`src/design/method_descriptor_parser_macros.svh`:
```
// Assertion helpers shared by the descriptor parser RTL.
// Each expects clk and rst_n in scope.
`ifndef METHOD_DESCRIPTOR_PARSER_MACROS_SVH
`define METHOD_DESCRIPTOR_PARSER_MACROS_SVH

// Invariant checked at every clock edge outside reset.
`define MDP_ASSERT_ALWAYS(label, cond, msg) \
    label: assert property (@(posedge clk) disable iff (!rst_n) (cond)) else $error(msg);

// Same-cycle implication.
`define MDP_ASSERT_IMPL(label, ante, cons, msg) \
    label: assert property (@(posedge clk) disable iff (!rst_n) (ante) |-> (cons)) \
        else $error(msg);

// Next-cycle implication.
`define MDP_ASSERT_NEXT(label, ante, cons, msg) \
    label: assert property (@(posedge clk) disable iff (!rst_n) (ante) |=> (cons)) \
        else $error(msg);

`endif

```
`src/design/mdp_pkg.sv`:
```
package mdp_pkg;

    typedef enum logic [3:0] {
        PH_OPEN        = 4'd0,
        PH_PARAM       = 4'd1,
        PH_PARAM_ARR   = 4'd2,
        PH_PARAM_NAME0 = 4'd3,
        PH_PARAM_NAME  = 4'd4,
        PH_RET         = 4'd5,
        PH_RET_ARR     = 4'd6,
        PH_RET_NAME0   = 4'd7,
        PH_RET_NAME    = 4'd8,
        PH_DONE        = 4'd9,
        PH_ERROR       = 4'd10
    } phase_t;

    // descriptor characters
    localparam logic [7:0] CH_OPEN  = 8'h28; // (
    localparam logic [7:0] CH_CLOSE = 8'h29; // )
    localparam logic [7:0] CH_VOID  = 8'h56; // V
    localparam logic [7:0] CH_CLASS = 8'h4C; // L
    localparam logic [7:0] CH_ARRAY = 8'h5B; // [
    localparam logic [7:0] CH_SEMI  = 8'h3B; // ;
    localparam logic [7:0] CH_DOT   = 8'h2E; // .
    localparam logic [7:0] CH_BOOL  = 8'h5A; // Z
    localparam logic [7:0] CH_BYTE  = 8'h42; // B
    localparam logic [7:0] CH_CHAR  = 8'h43; // C
    localparam logic [7:0] CH_SHORT = 8'h53; // S
    localparam logic [7:0] CH_INT   = 8'h49; // I
    localparam logic [7:0] CH_LONG  = 8'h4A; // J
    localparam logic [7:0] CH_FLOAT = 8'h46; // F
    localparam logic [7:0] CH_DBL   = 8'h44; // D

    // parameter kinds
    localparam logic [3:0] KIND_OBJECT = 4'd0;
    localparam logic [3:0] KIND_BOOL   = 4'd1;
    localparam logic [3:0] KIND_BYTE   = 4'd2;
    localparam logic [3:0] KIND_CHAR   = 4'd3;
    localparam logic [3:0] KIND_SHORT  = 4'd4;
    localparam logic [3:0] KIND_INT    = 4'd5;
    localparam logic [3:0] KIND_LONG   = 4'd6;
    localparam logic [3:0] KIND_FLOAT  = 4'd7;
    localparam logic [3:0] KIND_DOUBLE = 4'd8;

    localparam logic [7:0] COUNT_MAX = 8'hFF;

    // result queue geometry
    localparam int Q_DEPTH = 4;
    localparam int Q_PTR_W = 2;
    localparam int Q_CNT_W = 3;

    typedef struct packed {
        logic       is_final;
        logic [3:0] param_kind;
        logic [7:0] param_position;
        logic       accepted;
        logic [7:0] param_total;
        logic       run_last;
    } result_t;

    typedef struct packed {
        phase_t     next_phase;
        logic [7:0] next_count;
        logic [1:0] n_results;
        result_t    res0;
        result_t    res1;
    } step_t;

    // primitive letter to kind, KIND_OBJECT when not a primitive
    function automatic logic [3:0] prim_kind(input logic [7:0] c);
        logic [3:0] k;
        case (c)
            CH_BOOL:  k = KIND_BOOL;
            CH_BYTE:  k = KIND_BYTE;
            CH_CHAR:  k = KIND_CHAR;
            CH_SHORT: k = KIND_SHORT;
            CH_INT:   k = KIND_INT;
            CH_LONG:  k = KIND_LONG;
            CH_FLOAT: k = KIND_FLOAT;
            CH_DBL:   k = KIND_DOUBLE;
            default:  k = KIND_OBJECT;
        endcase
        return k;
    endfunction

endpackage

```
`src/design/mdp_char_if.sv`:
```
interface mdp_char_if;
    logic       valid;
    logic       ready;
    logic [7:0] character;
    logic       end_of_text;

    modport source (output valid, output character, output end_of_text, input ready);
    modport sink   (input valid, input character, input end_of_text, output ready);
endinterface

```
`src/design/mdp_result_if.sv`:
```
interface mdp_result_if;
    logic       valid;
    logic       ready;
    logic       is_final;
    logic [3:0] param_kind;
    logic [7:0] param_position;
    logic       accepted;
    logic [7:0] param_total;
    logic       run_last;

    modport source (
        output valid, output is_final, output param_kind, output param_position,
        output accepted, output param_total, output run_last, input ready
    );
    modport sink (
        input valid, input is_final, input param_kind, input param_position,
        input accepted, input param_total, input run_last, output ready
    );
endinterface

```
`src/design/mdp_step.sv`:
```
module mdp_step
    import mdp_pkg::*;
(
    input  phase_t     phase,
    input  logic [7:0] count,
    input  logic [7:0] character,
    input  logic       end_of_text,
    output step_t      step
);

    logic [3:0] pk;
    phase_t     nxt;
    logic       emit;
    logic [3:0] kind;
    logic       forbidden;
    logic [7:0] counted;
    result_t    param_res;
    result_t    status_res;

    assign pk        = prim_kind(character);
    assign forbidden = character inside {CH_ARRAY, CH_OPEN, CH_CLOSE, CH_DOT};

    always_comb
    begin
        nxt  = PH_ERROR;
        emit = 1'b0;
        kind = KIND_OBJECT;
        case (phase)
            PH_OPEN:
            begin
                nxt = (character == CH_OPEN) ? PH_PARAM : PH_ERROR;
            end
            PH_PARAM, PH_PARAM_ARR:
            begin
                if (phase == PH_PARAM && character == CH_CLOSE)
                begin
                    nxt = PH_RET;
                end
                else if (pk != KIND_OBJECT)
                begin
                    emit = 1'b1;
                    kind = (phase == PH_PARAM) ? pk : KIND_OBJECT; // arrays as object
                    nxt  = PH_PARAM;
                end
                else if (character == CH_CLASS)
                begin
                    nxt = PH_PARAM_NAME0;
                end
                else if (character == CH_ARRAY)
                begin
                    nxt = PH_PARAM_ARR;
                end
            end
            PH_PARAM_NAME0, PH_PARAM_NAME:
            begin
                if (character == CH_SEMI)
                begin
                    if (phase == PH_PARAM_NAME)
                    begin
                        emit = 1'b1;
                        nxt  = PH_PARAM;
                    end
                end
                else if (!forbidden)
                begin
                    nxt = PH_PARAM_NAME;
                end
            end
            PH_RET, PH_RET_ARR:
            begin
                if (pk != KIND_OBJECT || (phase == PH_RET && character == CH_VOID))
                begin
                    nxt = PH_DONE;
                end
                else if (character == CH_CLASS)
                begin
                    nxt = PH_RET_NAME0;
                end
                else if (character == CH_ARRAY)
                begin
                    nxt = PH_RET_ARR;
                end
            end
            PH_RET_NAME0, PH_RET_NAME:
            begin
                if (character == CH_SEMI)
                begin
                    if (phase == PH_RET_NAME)
                    begin
                        nxt = PH_DONE;
                    end
                end
                else if (!forbidden)
                begin
                    nxt = PH_RET_NAME;
                end
            end
            default:
            begin
                nxt = PH_ERROR; // done, error and unused codes: any byte fails
            end
        endcase
    end

    // saturating count
    assign counted = (emit && count != COUNT_MAX) ? count + 8'd1 : count;

    always_comb
    begin
        param_res                = '0;
        param_res.param_kind     = kind;
        param_res.param_position = count;
        param_res.run_last       = !end_of_text;

        status_res             = '0;
        status_res.is_final    = 1'b1;
        status_res.accepted    = (nxt == PH_DONE);
        status_res.param_total = counted;
        status_res.run_last    = 1'b1;

        step.next_phase = end_of_text ? PH_OPEN : nxt;
        step.next_count = end_of_text ? 8'd0 : counted;
        step.n_results  = {1'b0, emit} + {1'b0, end_of_text};
        step.res0       = emit ? param_res : status_res;
        step.res1       = status_res;
    end

endmodule

```
`src/design/mdp_queue.sv`:
```
module mdp_queue
    import mdp_pkg::*;
(
    input  logic                clk,
    input  logic                rst_n,
    input  logic [1:0]          push_n,
    input  result_t             push0,
    input  result_t             push1,
    output logic                room,
    mdp_result_if.source        result
);

    `include "method_descriptor_parser_macros.svh"

    result_t              entry_reg [Q_DEPTH];
    logic [Q_PTR_W-1:0]   wr_ptr_reg;
    logic [Q_PTR_W-1:0]   wr_ptr_next;
    logic [Q_PTR_W-1:0]   rd_ptr_reg;
    logic [Q_PTR_W-1:0]   rd_ptr_next;
    logic [Q_CNT_W-1:0]   count_reg;
    logic [Q_CNT_W-1:0]   count_next;
    logic [Q_PTR_W-1:0]   wr_ptr_plus1;
    logic                 pop;
    result_t              head;

    // room for a two-result byte even without a pop this cycle
    assign room         = count_reg <= Q_CNT_W'(Q_DEPTH - 2);
    assign pop          = result.valid && result.ready;
    assign wr_ptr_plus1 = wr_ptr_reg + Q_PTR_W'(1);
    assign wr_ptr_next  = wr_ptr_reg + Q_PTR_W'(push_n);
    assign rd_ptr_next  = rd_ptr_reg + Q_PTR_W'(pop);
    assign count_next   = count_reg + Q_CNT_W'(push_n) - Q_CNT_W'(pop);

    always_ff @(posedge clk or negedge rst_n)
    begin
        if (!rst_n)
        begin
            wr_ptr_reg <= '0;
            rd_ptr_reg <= '0;
            count_reg  <= '0;
        end
        else
        begin
            wr_ptr_reg <= wr_ptr_next;
            rd_ptr_reg <= rd_ptr_next;
            count_reg  <= count_next;
        end
    end

    always_ff @(posedge clk)
    begin
        if (push_n != 2'd0)
        begin
            entry_reg[wr_ptr_reg] <= push0;
        end
        if (push_n == 2'd2)
        begin
            entry_reg[wr_ptr_plus1] <= push1;
        end
    end

    assign head                  = entry_reg[rd_ptr_reg];
    assign result.valid          = count_reg != '0;
    assign result.is_final       = head.is_final;
    assign result.param_kind     = head.param_kind;
    assign result.param_position = head.param_position;
    assign result.accepted       = head.accepted;
    assign result.param_total    = head.param_total;
    assign result.run_last       = head.run_last;

    `MDP_ASSERT_ALWAYS(a_q_bound, count_reg <= Q_CNT_W'(Q_DEPTH), "queue count beyond depth")
    `MDP_ASSERT_IMPL(a_q_push_room, push_n != 2'd0, room, "push into a full queue")
    `MDP_ASSERT_IMPL(a_q_ptrs, count_reg != Q_CNT_W'(Q_DEPTH),
        (wr_ptr_reg - rd_ptr_reg) == count_reg[Q_PTR_W-1:0], "queue pointers out of step")

endmodule

```
`src/design/method_descriptor_parser.sv`:
```
// Method descriptor parser.
// desc (mdp_char_if sink): one descriptor byte per transaction, with
//   end_of_text set on the final byte of each descriptor.
// result (mdp_result_if source): one result per transaction. A finished
//   parameter gives a parameter result (kind, position); the final byte
//   also gives a status result (accepted, param_total) after any
//   parameter result it completes. run_last marks the last result of a
//   byte. Results of a rejected descriptor are to be discarded.
// A byte's results are registered in the result queue when it is accepted and are offered in order from its head.
// Throughput: one byte per cycle while results drain at the same pace;
//   the final byte that also closes a parameter gives two results.
//   The four-entry result queue sets this: desc.ready is high while at
//   most two results are queued.
// Reset: parser returns to expecting '(' with a zero count, queue empties.
// Receiver stall: queued results hold; once three or more are waiting,
//   desc.ready drops until at most two remain.
// After the final byte the parser is back in its reset state, so the
//   next descriptor may follow in the next cycle.
module method_descriptor_parser
    import mdp_pkg::*;
(
    input  logic         clk,
    input  logic         rst_n,
    mdp_char_if.sink     desc,
    mdp_result_if.source result
);

    `include "method_descriptor_parser_macros.svh"

    phase_t     phase_reg;
    logic [7:0] count_reg;
    step_t      step;
    logic       accept;
    logic       room;
    logic [1:0] push_n;

    // grammar step on the incoming byte
    mdp_step u_step (
        .phase       (phase_reg),
        .count       (count_reg),
        .character   (desc.character),
        .end_of_text (desc.end_of_text),
        .step        (step)
    );

    assign desc.ready = room;
    assign accept     = desc.valid && room;
    assign push_n     = accept ? step.n_results : 2'd0;

    // parser state: phase and saturating parameter count
    always_ff @(posedge clk or negedge rst_n)
    begin
        if (!rst_n)
        begin
            phase_reg <= PH_OPEN;
            count_reg <= '0;
        end
        else if (accept)
        begin
            phase_reg <= step.next_phase;
            count_reg <= step.next_count;
        end
    end

    // results wait here until the receiver takes them
    mdp_queue u_queue (
        .clk    (clk),
        .rst_n  (rst_n),
        .push_n (push_n),
        .push0  (step.res0),
        .push1  (step.res1),
        .room   (room),
        .result (result)
    );

    `MDP_ASSERT_NEXT(a_restart, accept && desc.end_of_text,
        phase_reg == PH_OPEN && count_reg == 8'd0, "parser not rearmed after last byte")
    `MDP_ASSERT_IMPL(a_status_form, result.valid && result.is_final,
        result.run_last && result.param_kind == KIND_OBJECT && result.param_position == 8'd0,
        "malformed status result")
    `MDP_ASSERT_IMPL(a_param_form, result.valid && !result.is_final,
        !result.accepted && result.param_total == 8'd0, "malformed parameter result")

endmodule
```
`src/flat_wrapper.sv`:
```
// flat-port wrapper written by rule: the top's interface ports become plain ports
module method_descriptor_parser_flat import mdp_pkg::*;
  (clk, rst_n, desc_valid, desc_character, desc_end_of_text, desc_ready, result_valid, result_is_final, result_param_kind, result_param_position, result_accepted, result_param_total, result_run_last, result_ready);
  mdp_char_if desc_i ();
  mdp_result_if result_i ();
  input  logic clk;
  input  logic rst_n;
  input wire logic [$bits(desc_i.valid)-1:0] desc_valid;
  input wire logic [$bits(desc_i.character)-1:0] desc_character;
  input wire logic [$bits(desc_i.end_of_text)-1:0] desc_end_of_text;
  output wire logic [$bits(desc_i.ready)-1:0] desc_ready;
  output wire logic [$bits(result_i.valid)-1:0] result_valid;
  output wire logic [$bits(result_i.is_final)-1:0] result_is_final;
  output wire logic [$bits(result_i.param_kind)-1:0] result_param_kind;
  output wire logic [$bits(result_i.param_position)-1:0] result_param_position;
  output wire logic [$bits(result_i.accepted)-1:0] result_accepted;
  output wire logic [$bits(result_i.param_total)-1:0] result_param_total;
  output wire logic [$bits(result_i.run_last)-1:0] result_run_last;
  input wire logic [$bits(result_i.ready)-1:0] result_ready;
  assign desc_i.valid = desc_valid;
  assign desc_i.character = desc_character;
  assign desc_i.end_of_text = desc_end_of_text;
  assign desc_ready = desc_i.ready;
  assign result_valid = result_i.valid;
  assign result_is_final = result_i.is_final;
  assign result_param_kind = result_i.param_kind;
  assign result_param_position = result_i.param_position;
  assign result_accepted = result_i.accepted;
  assign result_param_total = result_i.param_total;
  assign result_run_last = result_i.run_last;
  assign result_i.ready = result_ready;
  method_descriptor_parser u_core (.clk(clk), .rst_n(rst_n), .desc(desc_i), .result(result_i));
endmodule
```
`config.mk`:
```
export PLATFORM = sky130hd
export DESIGN_NAME = method_descriptor_parser_flat
export DESIGN_NICKNAME = d
export VERILOG_FILES = /design/src/design/mdp_pkg.sv /design/src/design/mdp_char_if.sv /design/src/design/mdp_result_if.sv /design/src/design/mdp_step.sv /design/src/design/mdp_queue.sv /design/src/design/method_descriptor_parser.sv /design/src/flat_wrapper.sv
export VERILOG_INCLUDE_DIRS = /design/src /design/src/design
export SDC_FILE = /design/constraint.sdc
export NUM_CORES = 1
export LEC_CHECK = 0
export BUFFER_PORTS_ARGS = -buffer_cell sky130_fd_sc_hd__buf_2
export CAP_MARGIN = 20
export CELL_PAD_IN_SITES_DETAIL_PLACEMENT = 0
export CELL_PAD_IN_SITES_GLOBAL_PLACEMENT = 1
export CORE_MARGIN = 1
export CORE_UTILIZATION = 25
export DETAILED_ROUTE_END_ITERATION = 8
export GPL_ROUTABILITY_DRIVEN = 0
export PLACE_DENSITY_LB_ADDON = 0.15
export SYNTH_ARGS = -nofsm -noshare
export SYNTH_HDL_FRONTEND = slang
export SYNTH_SLANG_ARGS = --single-unit
```
`constraint.sdc`:
```
create_clock -name clk -period 10.1 [get_ports clk]
set_input_delay 1.01 -clock clk [delete_from_list [all_inputs] [get_ports clk]]
set_output_delay 1.01 -clock clk [all_outputs]
set_load 0.005 [all_outputs]
```
==> results of run 1 <==
[cells in the mapped netlist (3+ instances only)]
cell | number | area (um2)
mux4_2 | 23 | 518
o32ai_1 | 3 | 26.3
nand3_1 | 37 | 185
or3_1 | 5 | 31.3
nand4_1 | 9 | 56.3
a31oi_1 | 3 | 18.8
o211ai_1 | 3 | 22.5
xor2_1 | 4 | 35.0
buf_1 | 3 | 11.3
o2bb2ai_1 | 7 | 61.3
clkbuf_1 | 44 | 165
nand2_1 | 66 | 248
a21oi_1 | 23 | 115
and2_1 | 5 | 31.3
nand3b_1 | 3 | 22.5
nor2b_1 | 7 | 43.8
dfxtp_1 | 56 | 1120
inv_1 | 19 | 71.3
edfxtp_1 | 36 | 1080
a21o_1 | 8 | 60.1
nor3b_1 | 4 | 30.0
and3_1 | 5 | 31.3
o22ai_1 | 14 | 87.6
nand2b_1 | 8 | 50.1
a32o_1 | 5 | 50.1
a221o_1 | 6 | 60.1
o21ai_0 | 71 | 355
dfrtp_1 | 19 | 475
nor3_1 | 18 | 90.1
nor2_1 | 33 | 124
ha_1 | 7 | 87.6
a211oi_1 | 5 | 37.5
[power breakdown]
part | internal (mW) | total [mW] | switching, mW
Combinational | 0.158 | 0.343 | 0.186
Clock | 0.177 | 0.364 | 0.187
Sequential | 0.508 | 0.602 | 0.0936
Total | 0.843 | 1.31 | 0.466
[logic make-up (layout without fill, tap and decap cells)]
logic type / after synthesis / count (layout) / synth area share (%)
AOI/OAI and AO/OA: 177 / 177 / 19.6
xor gates and xnor gates: 6 / 6 / 0.887
and+or+nand+nor: 217 / 217 / 18.5
DFF: 111 / 111 / 45.2
buffers and inverters: 72 / 81 / 4.79
adders and majority gates: 9 / 9 / 1.99
muxes: 25 / 25 / 9.10
[layer usage]
layer | up-vias | wire length, um | global-route usage [%]
met5 | - | 0 | 0
met4 | 0 | 353 | 6.44
met3 | 23 | 701 | 1.83
met2 | 142 | 8400 | 25.0
met1 | 2375 | 8340 | 20.2
li1 | 2324 | - | -
[per-stage QoR]
stage	utilization (%)	cells	cell area [um2]	power [mW]
final	29.0	939	6650	1.31
after global routing	29.0	939	6650	1.39
after CTS	29.0	939	6650	1.33
after detailed placement	27.7	923	6350	0.966
after global placement	27.7	922	6340	0.964
after floorplan	-	617	5920	0.836
[worst register-to-register path: stages, from the launching register on]
cell       delay [ps]
dfrtp_1           510
nand2b_1          270
a2111oi_2         430
a21boi_0          230
buf_4             200
nor2_1             90
inv_2             290
ha_1              370
nor2b_1           370
nand4_1           590
and2_0            610
inv_1             440
[final cells by class]
type	count	share of cell area, %
Multi-Input combinational cell	434	44.6
Clock inverter	7	1.07
Clock buffer	9	3.39
Tap cell	313	5.89
Inverter	21	1.19
Sequential cell	111	40.3
Timing Repair Buffer	44	3.63
[worst max path at each step]
stage	end	slack (ps)	cells after the start
floorplan	u_core.u_queue.entry_reg[1][1]	5750	14
global placement	u_core.u_queue.entry_reg[1][4]	4220	12
detailed placement	u_core.u_queue.entry_reg[0][1]	4480	12
CTS	u_core.u_queue.entry_reg[0][7]	4870	12
global route	u_core.u_queue.entry_reg[0][7]	4480	12
finish	u_core.u_queue.entry_reg[0][8]	4870	12
==> flow_summary.yaml, run 1 <==
critical_path:
  crit_required_ps: 10120
  crit_arrival_ps: 5250
  crit_type: "primary input to register"
  rr_worst_depth: 11
  reg2reg_to: "u_core.u_queue.entry_reg[0][8]"
  rr_startpoint: "u_core.phase_reg[0]"
  crit_start: "desc_character[3]"
  critical_path.max_fanout: 19
  end_kind: "register"
  worstPathCellList: "buf_2 -> or3b_1 -> a311o_1 -> a21boi_0 -> buf_4 -> nor2_1 -> inv_2 -> ha_1 -> nor2b_1 -> nand4_1 -> and2_0 -> inv_1"
  path_buf_inv: 4
  reg2reg_slack_ps: 5350
  critPathTopFamily: "simple AND/OR/NAND/NOR gates"
  max_stage_delay_ps: 610
  crit_slowest_cell: "and2_0"
  cp-start-kind: "primary input"
drt:
  totalWireLength_um: 17800
  dr.pass1.iters: 5
  drc_errors: 0
  avgViaCountPerCell: 5.18
  via_count: 4864
  drt-wirelength-per-cell_um: 18.9
  drt_iter0_drc: 348
  antenna_left: 0
clocking:
  cts_sinks: 111
  cts_setup_buffers: 0
  clkLatencyLatePin_ps: 360
  htree_levels: 3
  ctsHoldBuffers: 0
  path_clk_slew_ps: 80
  ctsRootBufferMaster: "clkbuf_16"
  clock_path_buffers: 2
  numCtsBuffers: 9
  cts_tree: "built"
  cts_resized: 0
hold_path:
  holdPathStages: 2
  hold_path_class: "register to register"
  hp-start: "u_core.u_queue.entry_reg[1][15]"
  min_delay_worst_endpoint: "u_core.u_queue.entry_reg[1][15]"
layout:
  mostFrequentLayoutCell: "o21ai_0"
  mostFrequentLayoutCells: "71 x o21ai_0, 66 x nand2_1, 56 x dfxtp_1"
  regArea_um2: 2680
  n_antenna_cell: 0
  syn_to_final_growth_pct: 12.2
  largest_reg_flops: 92
  finalNetCount: 642
  drive_gt1_share_pct: 14.9
  fill_cells: 2421
  multiInputGateArea_um2: 2960
global_routing:
  grt_pass1_wl_um: 27800
  grt_max_degree: 29
  grt_usage_pct: 15.3
  gr-total-overflow: 0
  grt_pass1_vias: 4732
  antenna_found_initial: 0
power:
  cellPowerDensity_nw_per_um2: 197
  ir_worst_vdd_uv: 76.7
  leakagePower_nw: 2.39
timing:
  slew_headroom_pct: 35.1
  finalSetupViolCount: 0
  setup_tns_ps: 0
  slew_viol_final: 0
  period_needed_ps: 5230
  timing.final.hold_violations: 0
  worst_hold_slack_ps: 459
  worst_pin_slew_ps: 969
  rsz0062_at_grt: "no"
  fin_crit_sh_pct: 51.8
  skew_ps: 7.41
  fmax_mhz: 191
  timing.final.ws_setup_ps: 4870
floorplanning:
  fp.dieW_um: 156
  pin_count: 38
  num_rows: 55
  die_area_um2: 24300
  initial_core_util_pct: 25.9
  die_h_um: 156
  core_um2: 22900
synthesis:
  seq_area_frac_synth_pct: 45.2
  syn_nets: 638
  synth_flop_cell: "dfxtp_1"
  async_reset_ff_share_pct: 17.1
  synth_enable_flop_cells: 36
  synthesis.area_um2: 5920
  synth_cell_types: 79
  synth_cells: 617
  synth_seq_cells: 111
  synth_area_per_cell_um2: 9.60
  ys_warn_count: 0
job:
  maxCapViolCount: 0
place:
  portBuffers: 37
  dp_slack_ps: 4480
  dpl.hpwl_um: 12600
status:
  outcome: "completed"
No activity file was read; power rests on OpenSTA's default activity.
==> inputs of run 2 (changes only) <==
==> constraint.sdc (replaced) <==
create_clock -name clk -period 4.3 [get_ports clk]
set_input_delay 0.43 -clock clk [delete_from_list [all_inputs] [get_ports clk]]
set_output_delay 0.43 -clock clk [all_outputs]
set_load 0.005 [all_outputs]
==> run 2 against run 1 <==
Effect of this change: die area is the same; global-route usage is 0.70 points higher; first-iteration DRC count is 17% lower; sequential share of layout area decreased by 0.62 points; non-clock buffer count up 14; count of clock-buffer cells in the layout grew 1; register-to-register slack got worse by 4800 ps; cell area rose by 1.6%; total power is 140% higher; sequential cell count stayed put; clock skew up 2.4 ps; critical path type is now register to register; critical endpoint is now u_core.u_queue.entry_reg[2][6]; largest power group unchanged.
==> flow_summary.yaml, run 2 (synthesis results as in run 1) <==
status:
  outcome: "completed"
critical_path:
  end_kind: "register"
  crit_type: "register to register"
  critical_path.max_fanout: 19
  rr_worst_depth: 11
  crit_required_ps: 4470
  cp-start-kind: "register"
  crit_arrival_ps: 3880
layout:
  n_antenna_cell: 0
  mostFrequentLayoutCell: "o21ai_0"
  final_util_pct: 29.5
  drive_gt1_share_pct: 16.7
  regArea_um2: 2680
  finalNetCount: 656
  multiInputGateArea_um2: 2960
  mostFrequentLayoutCells: "71 x o21ai_0, 66 x nand2_1, 56 x dfxtp_1"
  fill_cells: 2430
  syn_to_final_growth_pct: 14.0
  largest_reg_flops: 92
timing:
  slew_viol_final: 0
  slew_headroom_pct: 37.4
  fin_crit_sh_pct: 86.4
  period_needed_ps: 3710
  timing.final.hold_violations: 0
  worst_pin_slew_ps: 940
  rsz0062_at_grt: "no"
  setup_tns_ps: 0
  finalSetupViolCount: 0
  fmax_mhz: 269
  skew_ps: 9.81
floorplanning:
  fp.dieW_um: 156
  pin_count: 38
  num_rows: 55
  core_um2: 22900
  die_area_um2: 24300
  die_h_um: 156
  initial_core_util_pct: 25.9
drt:
  drt_iter0_drc: 288
  antenna_left: 0
  dr.pass1.iters: 6
  drt-wirelength-per-cell_um: 19.5
  via_count: 4903
  avgViaCountPerCell: 5.14
  drc_errors: 0
  totalWireLength_um: 18600
place:
  portBuffers: 37
  dpl.hpwl_um: 13000
clocking:
  numCtsBuffers: 9
  cts_tree: "built"
  path_clk_slew_ps: 80
  cts_sinks: 111
  cts_setup_buffers: 0
  ctsRootBufferMaster: "clkbuf_16"
  htree_levels: 3
  clkLatencyLatePin_ps: 360
  clock_path_buffers: 2
  ctsHoldBuffers: 0
  cts_resized: 0
power:
  leakagePower_nw: 2.47
  cellPowerDensity_nw_per_um2: 462
  ir_worst_vdd_uv: 163
global_routing:
  grt_pass1_wl_um: 28900
  grt_usage_pct: 16.0
  grt_max_degree: 26
  antenna_found_initial: 0
  grt_pass1_vias: 4802
  gr-total-overflow: 0
hold_path:
  hold_path_class: "primary input to asynchronous set/reset pin"
job:
  maxCapViolCount: 0
## run 2: where the power goes
group	internal (mW)	switching, mW
clock	0.426	0.430
combinational	0.387	0.425
sequential	1.19	0.257
total	2.01	1.11
## run 2: worst paths after layout
| kind | start | end | slack, ps |
|---|---|---|---|
| hold reg to reg | u_core.u_queue.entry_reg[0][13] | u_core.u_queue.entry_reg[0][13] | 460 |
| hold / removal | rst_n | u_core.u_queue.count_reg[0] | 10 |
| max in group asynchronous | rst_n | u_core.u_queue.rd_ptr_reg[0] | 3940 |
| min in group clk | result_ready | u_core.u_queue.rd_ptr_reg[0] | 420 |
| setup / recovery | u_core.phase_reg[0] | u_core.u_queue.entry_reg[2][6] | 590 |
| setup reg to reg | u_core.phase_reg[0] | u_core.u_queue.entry_reg[2][6] | 590 |
## run 2: routing by layer
metal  track usage [%]  vias to the layer above  wire length, um
met4              4.81                        0              303
met3              2.14                       22              543
met2              27.0                       97             9020
li1                  -                     2354                -
met5                 0                        -                0
met1              21.1                     2430             8700
## run 2: worst max-delay path, cell delays in order (launching register included)
cell	delay (ps)
dfrtp_1	510
nand2b_1	280
a2111oi_2	410
a21boi_0	360
nor2_1	170
inv_2	90
ha_1	270
nor2b_1	370
and2_1	200
nand3_1	240
buf_4	330
o22ai_1	280
## run 2: layout make-up
| cell class | instances | area share (%) |
|---|---|---|
| well taps | 313 | 5.80 |
| multi-input cells | 434 | 43.9 |
| flip-flops and latches | 111 | 39.7 |
| clock buffers | 10 | 3.54 |
| repair buffers | 58 | 5.08 |
| inverters | 21 | 1.17 |
| clock inverters | 6 | 0.889 |
## run 2: per-stage QoR
stage	hold slack (ps)	area (um2)	std cells	setup slack, ps	total power, mW
floorplan	134	5920	617	530	1.96
global placement	418	6450	937	502	2.30
detailed placement	432	6450	937	448	2.30
CTS	33.5	6750	953	618	3.16
global route	50.1	6750	953	287	3.30
finish	13.8	6750	953	585	3.12
